`config.mk`:
```
export PLATFORM = sky130hd
export DESIGN_NAME = protobuf_wire_length_walker_flat
export DESIGN_NICKNAME = d
export VERILOG_FILES = /design/src/sv/pwlw_pkg.sv /design/src/sv/pwlw_in_if.sv /design/src/sv/pwlw_out_if.sv /design/src/sv/protobuf_wire_length_walker.sv /design/src/sv/pwlw_varint.sv /design/src/sv/pwlw_out_reg.sv /design/src/flat_wrapper.sv
export SDC_FILE = /design/constraint.sdc
export NUM_CORES = 1
export LEC_CHECK = 0
export BUFFER_PORTS_ARGS = -buffer_cell sky130_fd_sc_hd__buf_2
export CAP_MARGIN = 5
export CELL_PAD_IN_SITES_DETAIL_PLACEMENT = 1
export CELL_PAD_IN_SITES_GLOBAL_PLACEMENT = 1
export CORE_MARGIN = 1
export CORE_UTILIZATION = 51
export CTS_BUF_LIST = sky130_fd_sc_hd__clkbuf_8 sky130_fd_sc_hd__clkbuf_16
export DETAILED_ROUTE_END_ITERATION = 10
export GPL_TIMING_DRIVEN = 0
export HOLD_SLACK_MARGIN = 0.02
export PLACE_DENSITY = 0.95
export SYNTH_ARGS = -nofsm -noshare
export SYNTH_HDL_FRONTEND = slang
export SYNTH_HIERARCHICAL = 1
export SYNTH_SLANG_ARGS = --single-unit
```
`constraint.sdc`:
```
create_clock -name clk_i -period 8.2 [get_ports clk_i]
set_input_delay 0.41 -clock clk_i [delete_from_list [all_inputs] [get_ports clk_i]]
set_output_delay 0.41 -clock clk_i [all_outputs]
set_load 0.05 [all_outputs]
```
`src/sv/pwlw_pkg.sv`:
```
`timescale 1ns / 1ps
// ----------------------------------------------------------------------------
// pwlw_pkg: shared types and constants of the protobuf wire length walker
// Stop reason codes, varint accumulator widths and the result record.
// ----------------------------------------------------------------------------
package pwlw_pkg;

  // Default bound on buffer length in bytes.
  localparam int unsigned MAX_BYTES_DEFAULT = 262144;

  // Reset value of the field number limit register.
  localparam logic [31:0] MAX_FIELD_RESET = 32'd100000;

  // The accumulator keeps tag bits 34..0; anything above only matters as a
  // sticky "large" flag for lengths.
  localparam int unsigned ACC_W = 35;

  // Varint byte counter; index nine is the tenth and final permitted byte.
  localparam int unsigned CNT_W = 4;
  localparam logic [CNT_W-1:0] VARINT_LAST_IDX = 4'd9;

  localparam int unsigned SIZE_W = 19;

  typedef enum logic [2:0] {
    STOP_NONE        = 3'd0,
    STOP_TRUNCATED   = 3'd1,
    STOP_ZERO_FIELD  = 3'd2,
    STOP_OVER_LIMIT  = 3'd3,
    STOP_BAD_WIRE    = 3'd4,
    STOP_VARINT_LONG = 3'd5
  } stop_e;

  typedef struct packed {
    logic [SIZE_W-1:0] measured_size;
    logic              clean_end;
    stop_e             stop_reason;
  } result_t;

endpackage

```
`src/sv/pwlw_in_if.sv`:
```
`timescale 1ns / 1ps
// ----------------------------------------------------------------------------
// pwlw_in_if: byte stream channel
// Valid/ready channel carrying one buffer byte and its last marker.
// ----------------------------------------------------------------------------
interface pwlw_in_if;
  logic       valid;
  logic       ready;
  logic [7:0] data_byte;
  logic       is_last;

  modport source (output valid, output data_byte, output is_last, input ready);
  modport sink   (input valid, input data_byte, input is_last, output ready);
endinterface

```
`src/sv/pwlw_out_if.sv`:
```
`timescale 1ns / 1ps
// ----------------------------------------------------------------------------
// pwlw_out_if: result channel
// Valid/ready channel carrying the measured size and the stop reason.
// ----------------------------------------------------------------------------
interface pwlw_out_if;
  logic        valid;
  logic        ready;
  logic [18:0] measured_size;
  logic        clean_end;
  logic [2:0]  stop_reason;

  modport source (output valid, output measured_size, output clean_end,
                  output stop_reason, input ready);
  modport sink   (input valid, input measured_size, input clean_end,
                  input stop_reason, output ready);
endinterface

```
`src/sv/protobuf_wire_length_walker.sv`:
```
`timescale 1ns / 1ps
// ----------------------------------------------------------------------------
// protobuf_wire_length_walker: streaming protobuf wire format field skipper
// Walks tags and values of one buffer byte by byte and reports, on the last
// byte, the offset after the last complete field and why the walk stopped.
// ----------------------------------------------------------------------------
//
//  Channel  Port         Direction  Payload
//  -------  -----------  ---------  ------------------------------------------
//  bytes    in_i         sink       data_byte[7:0], is_last
//  results  out_o        source     measured_size[18:0], clean_end,
//                                   stop_reason[2:0]
//  config   cfg_we_i,    write      max_field_number[31:0]
//           cfg_wdata_i
//
// One byte is taken per cycle: the walker state registers are updated by a
// single pass of combinational logic (varint merge, tag decode, one counter
// compare), so the byte rate is set only by the result register's space.
// The result is offered on the result channel in the cycle after the transaction
// that carried the last byte.
// The input stalls only while a result is held and the sink is not ready.
// Reset clears the walk state and loads the field limit with 100000; no
// clearing pass is needed.
//
module protobuf_wire_length_walker
  import pwlw_pkg::*;
#(
  parameter int unsigned MAX_BYTES = MAX_BYTES_DEFAULT
) (
  input  logic        clk_i,
  input  logic        rst_ni,
  input  logic        cfg_we_i,
  input  logic [31:0] cfg_wdata_i,
  pwlw_in_if.sink     in_i,
  pwlw_out_if.source  out_o
);

  // Position counters saturate at MAX_BYTES, so they must hold it.
  localparam int unsigned POS_W = $clog2(MAX_BYTES + 1);
  localparam logic [POS_W-1:0] POS_MAX = POS_W'(MAX_BYTES);
  localparam logic [ACC_W-1:0] LEN_MAX = ACC_W'(MAX_BYTES);
  localparam logic [POS_W-1:0] SKIP_FIXED64 = POS_W'(8);
  localparam logic [POS_W-1:0] SKIP_FIXED32 = POS_W'(4);

  // Walker phases.
  localparam logic [1:0] PH_TAG    = 2'd0;
  localparam logic [1:0] PH_VALUE  = 2'd1;
  localparam logic [1:0] PH_LENGTH = 2'd2;
  localparam logic [1:0] PH_SKIP   = 2'd3;

  // Wire types that the walker can skip.
  localparam logic [2:0] WT_VARINT  = 3'd0;
  localparam logic [2:0] WT_FIXED64 = 3'd1;
  localparam logic [2:0] WT_LENGTH  = 3'd2;
  localparam logic [2:0] WT_FIXED32 = 3'd5;

  // Walker state registers.
  logic [31:0]      max_field_q;
  logic [1:0]       phase_q, phase_d;
  logic [CNT_W-1:0] cnt_q, cnt_d;
  logic [ACC_W-1:0] acc_q, acc_d;
  logic             hi_q, hi_d;
  logic [POS_W-1:0] skip_q, skip_d;
  logic [POS_W-1:0] pos_q, pos_d;
  logic [POS_W-1:0] bound_q, bound_d;
  stop_e            stop_q, stop_d;

  logic             in_fire;
  logic             space;
  logic             load_result;
  result_t          result;
  stop_e            reason;

  // Varint merge of the incoming byte.
  logic [ACC_W-1:0] vi_acc;
  logic             vi_hi;
  logic             vi_more;
  logic             vi_too_long;
  logic [31:0]      tag_fnum;
  logic [2:0]       tag_wt;
  logic             len_big;
  logic [POS_W-1:0] len_sat;

  pwlw_varint u_varint (
    .byte_i     (in_i.data_byte),
    .cnt_i      (cnt_q),
    .acc_i      (acc_q),
    .hi_i       (hi_q),
    .acc_o      (vi_acc),
    .hi_o       (vi_hi),
    .more_o     (vi_more),
    .too_long_o (vi_too_long)
  );

  assign in_i.ready  = space;
  assign in_fire     = in_i.valid && space;
  assign load_result = in_fire && in_i.is_last;

  // The field number is tag bits 34..3, the wire type bits 2..0.
  assign tag_fnum = vi_acc[ACC_W-1:3];
  assign tag_wt   = vi_acc[2:0];

  // Lengths beyond the buffer bound saturate to it.
  assign len_big = vi_hi || (vi_acc > LEN_MAX);
  assign len_sat = len_big ? POS_MAX : vi_acc[POS_W-1:0];

  // Next state after taking the byte; bytes after a stop leave it alone.
  always_comb begin
    phase_d = phase_q;
    cnt_d   = cnt_q;
    acc_d   = acc_q;
    hi_d    = hi_q;
    skip_d  = skip_q;
    pos_d   = pos_q;
    bound_d = bound_q;
    stop_d  = stop_q;
    if (stop_q == STOP_NONE) begin
      pos_d = (pos_q < POS_MAX) ? pos_q + 1'b1 : POS_MAX;
      if (phase_q == PH_SKIP) begin
        skip_d = (skip_q != '0) ? skip_q - 1'b1 : skip_q;
        if (skip_d == '0) begin
          phase_d = PH_TAG;
          bound_d = pos_d;
        end
      end else begin
        acc_d = vi_acc;
        hi_d  = vi_hi;
        if (vi_more) begin
          if (vi_too_long) begin
            stop_d = STOP_VARINT_LONG;
          end else begin
            cnt_d = cnt_q + 1'b1;
          end
        end else begin
          // The varint is complete: act on it and start a fresh one.
          acc_d = '0;
          hi_d  = 1'b0;
          cnt_d = '0;
          case (phase_q)
            PH_TAG: begin
              if (tag_fnum == '0) begin
                stop_d = STOP_ZERO_FIELD;
              end else if (tag_fnum > max_field_q) begin
                stop_d = STOP_OVER_LIMIT;
              end else begin
                case (tag_wt)
                  WT_VARINT: begin
                    phase_d = PH_VALUE;
                  end
                  WT_FIXED64: begin
                    skip_d  = SKIP_FIXED64;
                    phase_d = PH_SKIP;
                  end
                  WT_LENGTH: begin
                    phase_d = PH_LENGTH;
                  end
                  WT_FIXED32: begin
                    skip_d  = SKIP_FIXED32;
                    phase_d = PH_SKIP;
                  end
                  default: begin
                    stop_d = STOP_BAD_WIRE;
                  end
                endcase
              end
            end
            PH_VALUE: begin
              phase_d = PH_TAG;
              bound_d = pos_d;
            end
            default: begin
              // Length varint: an empty payload closes the field at once.
              if (len_sat == '0) begin
                phase_d = PH_TAG;
                bound_d = pos_d;
              end else begin
                skip_d  = len_sat;
                phase_d = PH_SKIP;
              end
            end
          endcase
        end
      end
    end
  end

  // A buffer that ends mid-field without another error is truncated.
  always_comb begin
    if (stop_d != STOP_NONE) begin
      reason = stop_d;
    end else if ((phase_d != PH_TAG) || (cnt_d != '0)) begin
      reason = STOP_TRUNCATED;
    end else begin
      reason = STOP_NONE;
    end
  end

  assign result.measured_size = SIZE_W'(bound_d);
  assign result.clean_end     = (reason == STOP_NONE);
  assign result.stop_reason   = reason;

  always_ff @(posedge clk_i or negedge rst_ni) begin
    if (!rst_ni) begin
      max_field_q <= MAX_FIELD_RESET;
    end else if (cfg_we_i) begin
      max_field_q <= cfg_wdata_i;
    end
  end

  // The last byte of a buffer returns the walker to its starting state.
  always_ff @(posedge clk_i or negedge rst_ni) begin
    if (!rst_ni) begin
      phase_q <= PH_TAG;
      cnt_q   <= '0;
      acc_q   <= '0;
      hi_q    <= 1'b0;
      skip_q  <= '0;
      pos_q   <= '0;
      bound_q <= '0;
      stop_q  <= STOP_NONE;
    end else if (in_fire) begin
      if (in_i.is_last) begin
        phase_q <= PH_TAG;
        cnt_q   <= '0;
        acc_q   <= '0;
        hi_q    <= 1'b0;
        skip_q  <= '0;
        pos_q   <= '0;
        bound_q <= '0;
        stop_q  <= STOP_NONE;
      end else begin
        phase_q <= phase_d;
        cnt_q   <= cnt_d;
        acc_q   <= acc_d;
        hi_q    <= hi_d;
        skip_q  <= skip_d;
        pos_q   <= pos_d;
        bound_q <= bound_d;
        stop_q  <= stop_d;
      end
    end
  end

  pwlw_out_reg u_out_reg (
    .clk_i    (clk_i),
    .rst_ni   (rst_ni),
    .load_i   (load_result),
    .result_i (result),
    .space_o  (space),
    .out_o    (out_o)
  );

  // While skipping there is always at least one byte left to skip.
  a_skip_nonzero: assert property (@(posedge clk_i) disable iff (!rst_ni)
    (phase_q == PH_SKIP) |-> (skip_q != '0))
    else $error("skip phase entered with nothing to skip");

  // The reported boundary never runs ahead of the byte position.
  a_bound_le_pos: assert property (@(posedge clk_i) disable iff (!rst_ni)
    bound_q <= pos_q)
    else $error("field boundary beyond byte position");

  // Taking the last byte leaves the walker cleared for the next buffer.
  a_clear_after_last: assert property (@(posedge clk_i) disable iff (!rst_ni)
    load_result |=> (pos_q == '0) && (phase_q == PH_TAG) && (stop_q == STOP_NONE))
    else $error("walker not cleared after the last byte");

  // A delivered result is clean exactly when no stop reason is given.
  a_clean_matches: assert property (@(posedge clk_i) disable iff (!rst_ni)
    out_o.valid |-> (out_o.clean_end == (out_o.stop_reason == STOP_NONE)))
    else $error("clean end flag disagrees with stop reason");

endmodule

```
`src/sv/pwlw_varint.sv`:
```
`timescale 1ns / 1ps
// ----------------------------------------------------------------------------
// pwlw_varint: varint byte accumulator
// Merges the seven payload bits of one byte into the running varint value.
// ----------------------------------------------------------------------------
module pwlw_varint
  import pwlw_pkg::*;
(
  input  logic [7:0]       byte_i,
  input  logic [CNT_W-1:0] cnt_i,
  input  logic [ACC_W-1:0] acc_i,
  input  logic             hi_i,
  output logic [ACC_W-1:0] acc_o,
  output logic             hi_o,
  output logic             more_o,
  output logic             too_long_o
);

  logic [5:0]  shamt;
  logic [63:0] placed;

  // Each byte lands seven bits above the previous one; bits past 63 drop.
  assign shamt  = 6'(cnt_i) * 6'd7;
  assign placed = {57'd0, byte_i[6:0]} << shamt;

  assign acc_o      = acc_i | placed[ACC_W-1:0];
  assign hi_o       = hi_i | (|placed[63:ACC_W]);
  assign more_o     = byte_i[7];
  assign too_long_o = byte_i[7] && (cnt_i == VARINT_LAST_IDX);

endmodule

```
`src/sv/pwlw_out_reg.sv`:
```
`timescale 1ns / 1ps
// ----------------------------------------------------------------------------
// pwlw_out_reg: result output register
// Holds one result until the sink takes it and reports space upstream.
// ----------------------------------------------------------------------------
module pwlw_out_reg
  import pwlw_pkg::*;
(
  input  logic       clk_i,
  input  logic       rst_ni,
  input  logic       load_i,
  input  result_t    result_i,
  output logic       space_o,
  pwlw_out_if.source out_o
);

  logic    valid_q;
  result_t res_q;

  // Space whenever the register is empty or being drained this cycle.
  assign space_o = !valid_q || out_o.ready;

  always_ff @(posedge clk_i or negedge rst_ni) begin
    if (!rst_ni) begin
      valid_q <= 1'b0;
    end else if (load_i) begin
      valid_q <= 1'b1;
    end else if (out_o.ready) begin
      valid_q <= 1'b0;
    end
  end

  always_ff @(posedge clk_i) begin
    if (load_i) begin
      res_q <= result_i;
    end
  end

  assign out_o.valid         = valid_q;
  assign out_o.measured_size = res_q.measured_size;
  assign out_o.clean_end     = res_q.clean_end;
  assign out_o.stop_reason   = res_q.stop_reason;

endmodule
```
`src/flat_wrapper.sv`:
```
// flat-port wrapper written by rule: the top's interface ports become plain ports
module protobuf_wire_length_walker_flat import pwlw_pkg::*;
#(
  parameter int unsigned MAX_BYTES = MAX_BYTES_DEFAULT
)
  (clk_i, rst_ni, cfg_we_i, cfg_wdata_i, in_i_valid, in_i_data_byte, in_i_is_last, in_i_ready, out_o_valid, out_o_measured_size, out_o_clean_end, out_o_stop_reason, out_o_ready);
  pwlw_in_if in_i_i ();
  pwlw_out_if out_o_i ();
  input  logic clk_i;
  input  logic rst_ni;
  input  logic cfg_we_i;
  input  logic [31:0] cfg_wdata_i;
  input wire logic [$bits(in_i_i.valid)-1:0] in_i_valid;
  input wire logic [$bits(in_i_i.data_byte)-1:0] in_i_data_byte;
  input wire logic [$bits(in_i_i.is_last)-1:0] in_i_is_last;
  output wire logic [$bits(in_i_i.ready)-1:0] in_i_ready;
  output wire logic [$bits(out_o_i.valid)-1:0] out_o_valid;
  output wire logic [$bits(out_o_i.measured_size)-1:0] out_o_measured_size;
  output wire logic [$bits(out_o_i.clean_end)-1:0] out_o_clean_end;
  output wire logic [$bits(out_o_i.stop_reason)-1:0] out_o_stop_reason;
  input wire logic [$bits(out_o_i.ready)-1:0] out_o_ready;
  assign in_i_i.valid = in_i_valid;
  assign in_i_i.data_byte = in_i_data_byte;
  assign in_i_i.is_last = in_i_is_last;
  assign in_i_ready = in_i_i.ready;
  assign out_o_valid = out_o_i.valid;
  assign out_o_measured_size = out_o_i.measured_size;
  assign out_o_clean_end = out_o_i.clean_end;
  assign out_o_stop_reason = out_o_i.stop_reason;
  assign out_o_i.ready = out_o_ready;
  protobuf_wire_length_walker #(.MAX_BYTES(MAX_BYTES)) u_core (.clk_i(clk_i), .rst_ni(rst_ni), .cfg_we_i(cfg_we_i), .cfg_wdata_i(cfg_wdata_i), .in_i(in_i_i), .out_o(out_o_i));
endmodule
```
==> results.py <==
metrics = {
    "detailed_routing": {
        "antenna_left": 0,
        "drt_iter0_drc": 1095,
        "drcViolationCount": 0,
        "wire_per_inst_um": 23.2,
        "first_pass_iters": 7,
        "drt-total-wl_mm": 37.5,
        "via_per_inst": 6.68,
        "num_vias": 10800,
    },
    "pwr": {
        "internal_power_uw": 2050,
        "power.total_uw": 3980,
        "swShare_pct": 48.4,
        "clockPowerShare_pct": 20.3,
        "p_comb_share_pct": 53.0,
        "ir_drop_v": 0.000194,
        "leakagePower_uw": 0.00533,
        "power_density_mw_per_mm2": 334,
        "p_switching_uw": 1930,
        "seqPwrFrac_pct": 26.6,
    },
    "worst_hold_path": {
        "holdPathStages": 3,
        "hold_path.class": "input pin to flip-flop",
    },
    "timing": {
        "rsz0062_at_grt": "no",
        "fmax_mhz": 134,
        "clock_skew_ns": 0.0118,
        "worst_pin_slew_ns": 1.22,
        "slew_violations": 0,
        "fin_ws_ns": 0.745,
        "setup_tns_ns": 0,
        "fin_crit_ns": 7.45,
        "post-route-period-util_pct": 90.9,
        "hold_viol_final": 0,
        "slew-limit-headroom_pct": 18.6,
        "setup_viol": 0,
        "holdWs_ns": 0.171,
    },
    "synthesis": {
        "syn_inst": 1243,
        "syn-mean-instance-area_um2": 8.53,
        "synth_area_mm2": 0.0106,
        "synth_top_area_share_pct": 30.5,
        "syn_nets": 1334,
        "synth-main-ff-cell": "dfrtp_1",
        "yosysTopAreaCell": "dfrtp_1",
        "synth_warnings": 6,
        "yosys-top-cells-count": "nand2_1, dfrtp_1, o21ai_0, nor2_1, a21oi_1",
        "synth.area.top_cells": "dfrtp_1, nand2_1, edfxtp_1, o21ai_0, ha_1",
        "seq_area_frac_synth_pct": 38.5,
        "yosysMostFrequentCell": "nand2_1",
        "ys_ff_latch": 158,
        "ys_types": 91,
        "synth_edf_count": 23,
        "synth-async-reset-ratio_pct": 85.4,
    },
    "clock_network": {
        "htreeDepth": 4,
        "cts_resized": 0,
        "insertion_delay_ns": 0.44,
        "cts_tree": "yes",
        "clock_path_buffers": 2,
        "numClockSinks": 158,
        "postCtsSetupRepairBufs": 0,
        "clk_pin_slew_ns": 0.08,
        "root_buffer": "clkbuf_16",
        "cts_buffers": 17,
    },
    "layout": {
        "multiInputGateArea_mm2": 0.00596,
        "nFillCells": 2442,
        "ff_latch_area_mm2": 0.00408,
        "syn_to_final_growth_pct": 12.4,
        "fin_nets": 1423,
        "drive_gt1_share_pct": 12.7,
        "diodes": 0,
    },
    "setup_path": {
        "critPathCaptureType": "flip-flop",
        "cp.arrival_ns": 7.77,
        "ff2ff_path_depth": 23,
        "cp.required_ns": 8.52,
        "critPathLaunchType": "flip-flop",
        "critPathKind": "flip-flop to flip-flop",
        "cp_max_fo": 11,
    },
    "placement": {
        "place_ws_ns": 1.20,
        "gp_congestion": 0.945,
        "port_buffers": 68,
        "dp_hpwl_mm": 25.4,
    },
    "outcome": {
        "status": "finished, final reports clean",
    },
    "run": {
        "cap_violations": 0,
    },
    "grt": {
        "grt_usage_pct": 35.7,
        "grt_pass1_wl_mm": 60.2,
        "overflow": 0,
        "grt_pass1_vias": 11000,
        "grt_max_degree": 74,
        "antenna_found_initial": 0,
    },
    "die": {
        "die_h_um": 146,
        "dieArea_mm2": 0.0214,
        "start_util_pct": 52.2,
        "io_pins": 71,
        "num_rows": 52,
        "core_area_mm2": 0.0203,
        "die_x_um": 146,
    },
}
==> power by group through the flow <==
stage | sequential (µW) | combinational [µW] | clock, µW
5_1_grt | 1070 | 2240 | 839
2_1_floorplan | 1110 | 1330 | 0
3_3_place_gp | 1050 | 1880 | 0
3_5_place_dp | 1060 | 1960 | 0
6_report | 1060 | 2110 | 810
4_1_cts | 1050 | 2030 | 816
==> area by class of cell <==
cell class / instances / share of cell area, %
clock buffers: 17 / 3.57
repair buffers: 70 / 3.23
inverters: 59 / 1.86
multi-input cells: 947 / 50.1
clock inverters: 15 / 1.38
well taps: 270 / 2.84
plain buffers: 79 / 2.84
flip-flops and latches: 158 / 34.2
==> logic make-up after synthesis <==
| logic type | share of synthesized area (%) |
|---|---|
| xor gates and xnor gates | 2.29 |
| buffers and inverters | 5.28 |
| and+or+nand+nor | 20.2 |
| adders and majority gates | 5.60 |
| DFF | 38.5 |
| muxes | 2.87 |
| AOI/OAI and AO/OA | 25.3 |
==> what timing repair did <==
item / CTS / global route
hold endpoints to repair: 59 / 0
hold buffers: 1 / 0
setup endpoints to repair: 0 / 0
==> state kept, by name, summed over array words and instances (netlist names), 3 cells and up <==
name and cells:
u_core/stop_q 3, u_core/max_field_q 32, u_core/pos_q 19, u_core/skip_q 19
u_core/u_out_reg/out_o.measured_size 19, u_core/bound_q 19, u_core/cnt_q 4, u_core/acc_q 35
u_core/u_out_reg/out_o.stop_reason 3
==> placed cells by master (no fill, tap or decap), drive strengths merged, types with 7 or more instances in the layout <==
cell    synthesis  routed
a22o           24      24
nand3          24      24
nor3           24      24
o21bai          8       8
buf            21      90
dfrtp         129     129
and3           10      10
inv            56      64
nand2         192     192
nand2b         12      12
and2            7       7
nor2b          14      14
nor4           19      19
o21ai         127     127
xor2           10      10
xnor2          16      16
o22a           10      10
o31ai          14      14
nor2           95      95
a21oi          62      62
or2            11      11
clkbuf         58      75
o22ai           7       7
a31oi          14      14
mux2           15      15
a21o           38      38
a22oi          13      13
ha             41      41
edfxtp         23      23
or3             7       7
nand4          12      12
clkinv          3      10
mux2i          12      12
a31o            9       9
==> critical path, cell delays in order, from the launching register on <==
cell	delay (ns)
dfrtp_1	0.56
buf_4	0.24
inv_2	0.10
fa_1	0.48
inv_1	0.07
ha_1	0.17
inv_1	0.07
fa_1	0.58
buf_2	0.25
buf_1	0.44
clkbuf_1	0.50
o21ai_0	0.23
a21o_1	0.34
ha_1	0.35
nand4_1	0.17
nor4_1	0.43
o21ai_0	0.18
o211ai_1	0.14
a21oi_1	0.15
nor4bb_1	0.80
nor2_1	0.47
clkbuf_1	0.34
o211ai_1	0.14
o21ai_0	0.10
==> through the flow <==
stage               area [µm²]  utilization (%)  cells
global route             11900             58.7   1615
CTS                      11900             58.7   1615
detailed placement       11300             55.7   1582
floorplan                10600                -   1243
finish                   11900             58.7   1615
global placement         11300             55.6   1581
==> final timing paths <==
check                                    endpoint              from  slack [ns]
max                             u_core/skip_q[18]   u_core/cnt_q[0]        0.75
min                         u_core/max_field_q[2]    cfg_wdata_i[2]        0.17
max reg2reg                     u_core/skip_q[18]   u_core/cnt_q[0]        0.75
min reg2reg                      u_core/acc_q[16]  u_core/acc_q[16]        0.49
max in group asynchronous       u_core/bound_q[3]            rst_ni        6.89
min in group asynchronous  u_core/max_field_q[11]            rst_ni        0.51
==> per-layer routing <==
metal | part of all wire [%] | GRT usage [%]
met3 | 9.5 | 7.47
met4 | 3.6 | 14.8
met1 | 41 | 48.1
met2 | 46 | 56.1
met5 | 0 | 0
Power figures use the tool's default switching activity.
